$ cat src/hw/rtl/pca_pkg.sv
// ----------------------------------------------------------------------------
// pca_pkg: shared types and constants of the palette color allocator
// Holds the outcome codes, the search limit and the command and status
// words that pass between the controller and the datapath.
// ----------------------------------------------------------------------------
package pca_pkg;

  localparam int PALETTE_DEPTH_DEF = 256;
  localparam int CFG_W             = 9;
  localparam logic [CFG_W-1:0] COLORS_IN_USE_RST = 9'd256;

  // Squared distance of three 8-bit channels fits in 18 bits.
  localparam int DIST_W     = 18;
  localparam int NEAR_LIMIT = 10000;

  localparam logic FUNC_WRITE = 1'b0;
  localparam logic FUNC_ADD   = 1'b1;

  localparam logic [1:0] OUT_WRITTEN = 2'd0;
  localparam logic [1:0] OUT_MATCH   = 2'd1;
  localparam logic [1:0] OUT_ALLOC   = 2'd2;
  localparam logic [1:0] OUT_NEAREST = 2'd3;

  typedef struct packed {
    logic       clr_wr;
    logic       load_in;
    logic       item_wr;
    logic       scan_init;
    logic       scan_step;
    logic       alloc_wr;
    logic       near_init;
    logic       near_step;
    logic       res_load;
    logic [1:0] res_outcome;
    logic       out_load;
  } cmd_t;

  typedef struct packed {
    logic clr_last;
    logic match_hit;
    logic match_end;
    logic free_found;
    logic near_end;
    logic out_free;
  } status_t;

endpackage

$ cat src/hw/rtl/pca_ctrl.sv
// ----------------------------------------------------------------------------
// pca_ctrl: sequencer of the palette color allocator
// Runs the clearing pass, then steps each word through a write, or through exact
// match, allocation and nearest search as needed, and hands the result to the output stage.
// ----------------------------------------------------------------------------
module pca_ctrl (
  input  logic             clk,
  input  logic             rst_n,
  input  logic             in_valid,
  input  logic             in_func,
  input  logic             in_nearest_only,
  output logic             in_stall,
  input  pca_pkg::status_t status,
  output pca_pkg::cmd_t    cmd
);

  localparam logic [3:0] S_CLEAR = 4'd0;
  localparam logic [3:0] S_IDLE  = 4'd1;
  localparam logic [3:0] S_WRITE = 4'd2;
  localparam logic [3:0] S_MINIT = 4'd3;
  localparam logic [3:0] S_MATCH = 4'd4;
  localparam logic [3:0] S_MEVAL = 4'd5;
  localparam logic [3:0] S_ALLOC = 4'd6;
  localparam logic [3:0] S_NINIT = 4'd7;
  localparam logic [3:0] S_NEAR  = 4'd8;
  localparam logic [3:0] S_NFIN  = 4'd9;
  localparam logic [3:0] S_DONE  = 4'd10;

  logic [3:0] state_r, state_nxt;

  always_ff @(posedge clk) begin
    if (!rst_n) begin
      state_r <= S_CLEAR;
    end else begin
      state_r <= state_nxt;
    end
  end

  assign in_stall = (state_r != S_IDLE);

  always_comb begin
    state_nxt = state_r;
    cmd       = '0;
    case (state_r)
      S_CLEAR: begin
        cmd.clr_wr = 1'b1;
        if (status.clr_last) begin
          state_nxt = S_IDLE;
        end
      end
      S_IDLE: begin
        if (in_valid) begin
          cmd.load_in = 1'b1;
          if (in_func == pca_pkg::FUNC_WRITE) begin
            state_nxt = S_WRITE;
          end else if (in_nearest_only) begin
            state_nxt = S_NINIT;
          end else begin
            state_nxt = S_MINIT;
          end
        end
      end
      S_WRITE: begin
        cmd.item_wr     = 1'b1;
        cmd.res_load    = 1'b1;
        cmd.res_outcome = pca_pkg::OUT_WRITTEN;
        state_nxt       = S_DONE;
      end
      S_MINIT: begin
        cmd.scan_init = 1'b1;
        state_nxt     = S_MATCH;
      end
      S_MATCH: begin
        cmd.scan_step = 1'b1;
        if (status.match_hit) begin
          cmd.res_load    = 1'b1;
          cmd.res_outcome = pca_pkg::OUT_MATCH;
          state_nxt       = S_DONE;
        end else if (status.match_end) begin
          state_nxt = S_MEVAL;
        end
      end
      S_MEVAL: begin
        if (status.free_found) begin
          state_nxt = S_ALLOC;
        end else begin
          state_nxt = S_NINIT;
        end
      end
      S_ALLOC: begin
        cmd.alloc_wr    = 1'b1;
        cmd.res_load    = 1'b1;
        cmd.res_outcome = pca_pkg::OUT_ALLOC;
        state_nxt       = S_DONE;
      end
      S_NINIT: begin
        cmd.near_init = 1'b1;
        state_nxt     = S_NEAR;
      end
      S_NEAR: begin
        cmd.near_step = 1'b1;
        if (status.near_end) begin
          state_nxt = S_NFIN;
        end
      end
      S_NFIN: begin
        cmd.res_load    = 1'b1;
        cmd.res_outcome = pca_pkg::OUT_NEAREST;
        state_nxt       = S_DONE;
      end
      S_DONE: begin
        if (status.out_free) begin
          cmd.out_load = 1'b1;
          state_nxt    = S_IDLE;
        end
      end
      default: begin
        state_nxt = S_IDLE;
      end
    endcase
  end

endmodule

$ cat config.mk
export PLATFORM = sky130hd
export DESIGN_NAME = pca_ctrl
export DESIGN_NICKNAME = d
export VERILOG_FILES = /design/src/hw/rtl/pca_pkg.sv /design/src/hw/rtl/pca_ctrl.sv
export SDC_FILE = /design/constraint.sdc
export NUM_CORES = 1
export LEC_CHECK = 0
export BUFFER_PORTS_ARGS = -buffer_cell sky130_fd_sc_hd__buf_2
export CAP_MARGIN = 30
export CORE_AREA = 10 10 47 49
export CTS_BUF_LIST = sky130_fd_sc_hd__clkbuf_8
export CTS_CLUSTER_SIZE = 28
export DETAILED_ROUTE_END_ITERATION = 8
export DIE_AREA = 0 0 57 59
export GPL_ROUTABILITY_DRIVEN = 0
export PLACE_DENSITY_LB_ADDON = 0.25
export SETUP_SLACK_MARGIN = 0.3
export SLEW_MARGIN = 20
export SYNTH_ARGS = -nofsm -noshare
export SYNTH_HDL_FRONTEND = slang
export SYNTH_SLANG_ARGS = --single-unit
$ cat constraint.sdc
create_clock -name clk -period 1.8 [get_ports clk]
set_input_delay 0.45 -clock clk [delete_from_list [all_inputs] [get_ports clk]]
set_output_delay 0.45 -clock clk [all_outputs]
set_load 0.02 [all_outputs]
==> qor.csv <==
stage,metric,value,unit
cells_and_area,fill_cells,91,
cells_and_area,reg_top3,state_r (4),
cells_and_area,area.growth.synth_to_final,123,%
routing,ant_nets,0,
power_and_ir_drop,switching_share,33.6,%
global_route,gr-total-overflow,0,
routing,wl_met1,737,µm
die,rows,14,
yosys,ys_ff_latch,4,
clock_tree,cts-root-buf,clkbuf_8,
cells_and_area,largest_reg_flops,4,
sta,post-route-period-util,94.1,%
critical_path,r2r_start,state_r[0],
clock_tree,hold_buffers,0,
critical_path,setup.worst_path.end_class,output port,
critical_path,timing.critical_path.mode_cell,buf_6,
routing,wl_per_cell,16.2,µm
critical_path,crit_cells,4,
critical_path,r2r_end,state_r[0],
clock_tree,numCtsBuffers,3,
yosys,syn_area,472,µm²
critical_path,path_max_fanout,4,
sta,min_period,1690,ps
clock_tree,cts_sinks,4,
cells_and_area,fin_area,1050,µm²
die,dieHeight,59,µm
critical_path,path_buf_inv,2,
routing,wl,2.09,mm
routing,drcViolationCount,0,
flow_run,maxCapViolCount,0,
routing,vias_per_cell,5.19,
routing,via_count,669,
global_route,grt_pass1_wl,3.26,mm
routing,first_pass_iters,4,
placed_design,pre_cts_ws,152,ps
routing,wl_met2,1.21,mm
clock_tree,cts_buffer_depth,2,
global_route,grtUsageTotal,11.8,%
die,dieArea,3360,µm²
clock_tree,htree_levels,1,
placed_design,hpwl,1.17,mm
clock_tree,clk_latency,220,ps
die,ios,24,
power_and_ir_drop,peakVddDrop,0.781,mV
die,coreArea,1400,µm²
yosys,synthesis.instances,67,
critical_path,crit_required,1350,ps
sta,setup-tns-final,0,ps
hold_path,hp-class,in -> reg,
die,initial_core_util,33.7,%
yosys,synth.area.top_cells,"dfxtp_1, nor2_1, nand2b_1",
global_route,antenna_found_initial,0,
critical_path,critPathLaunchType,flop,
die,die_x,57,µm
clock_tree,clk_pin_slew_worst_paths,30,ps
critical_path,r2r_setup_slack,340,ps
yosys,yosysMostFrequentCell,nor2_1,
critical_path,cpMaxStageDelayCell,dfxtp_2,
yosys,synthFlopType,dfxtp_1,
status,status,"finished, final reports clean",
sta,hold_viol,0,
placed_design,placed_cell_area,674,µm²
yosys,async_flop_share,0,%
yosys,synth_seq_area_share,17.0,%
clock_tree,cts_tree,built,
routing,wl_met3,148,µm
power_and_ir_drop,p_seq_share,16.7,%
power_and_ir_drop,combPwrFrac,52.2,%
yosys,ys_types,27,
sta,setup_violations,0,
yosys,synth_edf_count,0,
cells_and_area,nets,126,
global_route,grt_pass1_vias,713,
global_route,grt_max_degree,12,
power_and_ir_drop,p_per_area,577,nW/µm²
sta,max_freq,590,MHz
sta,maxSlewViolCount,0,
routing,drt_iter0_markers,4,
routing,maxUsedRoutingLayer,met3,
cells_and_area,multi_input_area,498,µm²
critical_path,path_cells,or2_4 -> buf_6 -> o22ai_4 -> buf_6,
critical_path,path_delay_family,flip-flops,
power_and_ir_drop,p_leak,0.476,nW
sta,rsz0062_at_grt,true,
power_and_ir_drop,p_switching,0.000204,W
yosys,ys.warnings.count,0,
power_and_ir_drop,p_clk_share,31.1,%
yosys,yosysTopAreaCellShare,17.0,%
sta,skew,4.37,ps
yosys,yosysTopAreaCell,dfxtp_1,
sta,worstMarginPinSlew,340,ps
power_and_ir_drop,internal_power,0.000404,W
critical_path,critPathLaunch,state_r[3],
critical_path,crit_path_max_incr_delay,310,ps
yosys,yosys-top-cells-count,"nor2_1, nand2_1, a21oi_1, nand2b_1",
yosys,synth_area_per_cell,7.04,µm²
cells_and_area,regArea,90.1,µm²
sta,fin_ws,106,ps
sta,maxSlewHeadroom,77.2,%
critical_path,reg2reg_depth,8,
cells_and_area,layout-drive-gt1-share,73.5,%
yosys,synth_fp_nets,78,
critical_path,crit_end,cmd[2],
cells_and_area,top_register,state_r,
critical_path,worstSetupPathType,reg -> out,
placed_design,io_buffers,23,
cells_and_area,antennaDiodeCount,0,
critical_path,arrival,1240,ps
## cells in the final DEF (no fill, tap or decap), drive strengths merged
| master | count |
|---|---|
| or2 | 2 |
| and3 | 1 |
| o211a | 1 |
| o22ai | 4 |
| a21o | 2 |
| nand2b | 5 |
| nor4 | 1 |
| mux2 | 2 |
| o31ai | 2 |
| and2 | 3 |
| o22a | 1 |
| o21ai | 1 |
| a22oi | 1 |
| clkbuf | 4 |
| buf | 48 |
| nor2 | 12 |
| mux2i | 1 |
| a21oi | 5 |
| dfxtp | 4 |
| o211ai | 1 |
| nand3b | 1 |
| o2bb2ai | 1 |
| nand2 | 7 |
| nor2b | 3 |
## through the flow
stage,instances,power (W),util [%],hold WS (ps)
2_1_floorplan,67,0.000246,-,572
3_3_place_gp,107,0.000295,48.1,720
3_5_place_dp,107,0.000295,48.1,708
4_1_cts,126,0.000585,70.0,513
5_1_grt,129,0.000641,75.2,524
6_report,129,0.000608,75.2,517
## how the worst min path moves through the flow
stage | cells after the start | endpoint | slack (ps) | startpoint
2_1_floorplan | 1 | state_r[3] | 570 | rst_n
3_3_place_gp | 2 | state_r[0] | 720 | state_r[3]
3_5_place_dp | 2 | state_r[0] | 710 | state_r[3]
4_1_cts | 2 | state_r[3] | 510 | rst_n
5_1_grt | 2 | state_r[3] | 520 | rst_n
6_report | 2 | state_r[3] | 520 | rst_n
## routing by layer
layer | vias up | GRT usage, %
met5 | - | 0
met4 | 0 | 3.02
met3 | 0 | 5.58
met2 | 19 | 21.1
met1 | 323 | 12.0
li1 | 327 | -
## logic make-up after synthesis
logic type	after synthesis	share of synthesized area, %
muxes	3	7.69
and+or+nand+nor	35	37.9
AOI/OAI and AO/OA	19	30.0
DFF	4	17.0
buffers and inverters	6	7.43
## power by group through the flow
stage                     combinational [W]  clock (W)  sequential, W
after floorplan                    0.000144          0       0.000101
after global placement             0.000192          0       0.000103
after detailed placement           0.000192          0       0.000104
after CTS                          0.000292   0.000193       0.000100
after global routing               0.000338   0.000200       0.000103
final                              0.000317   0.000189       0.000102
## what timing repair did
item,in CTS,in global routing
endpoints found under the setup margin,14,15
pin swaps,12,4
gates resized for setup,44,16
buffers inserted,16,3
## layout make-up
type / instances / area share, %
sequential: 4 / 8.55
tap: 16 / 1.90
clock buffer: 3 / 3.92
multi-input combinational: 57 / 47.3
timing repair buffer: 49 / 38.4
No activity file was read; power rests on OpenSTA's default activity.
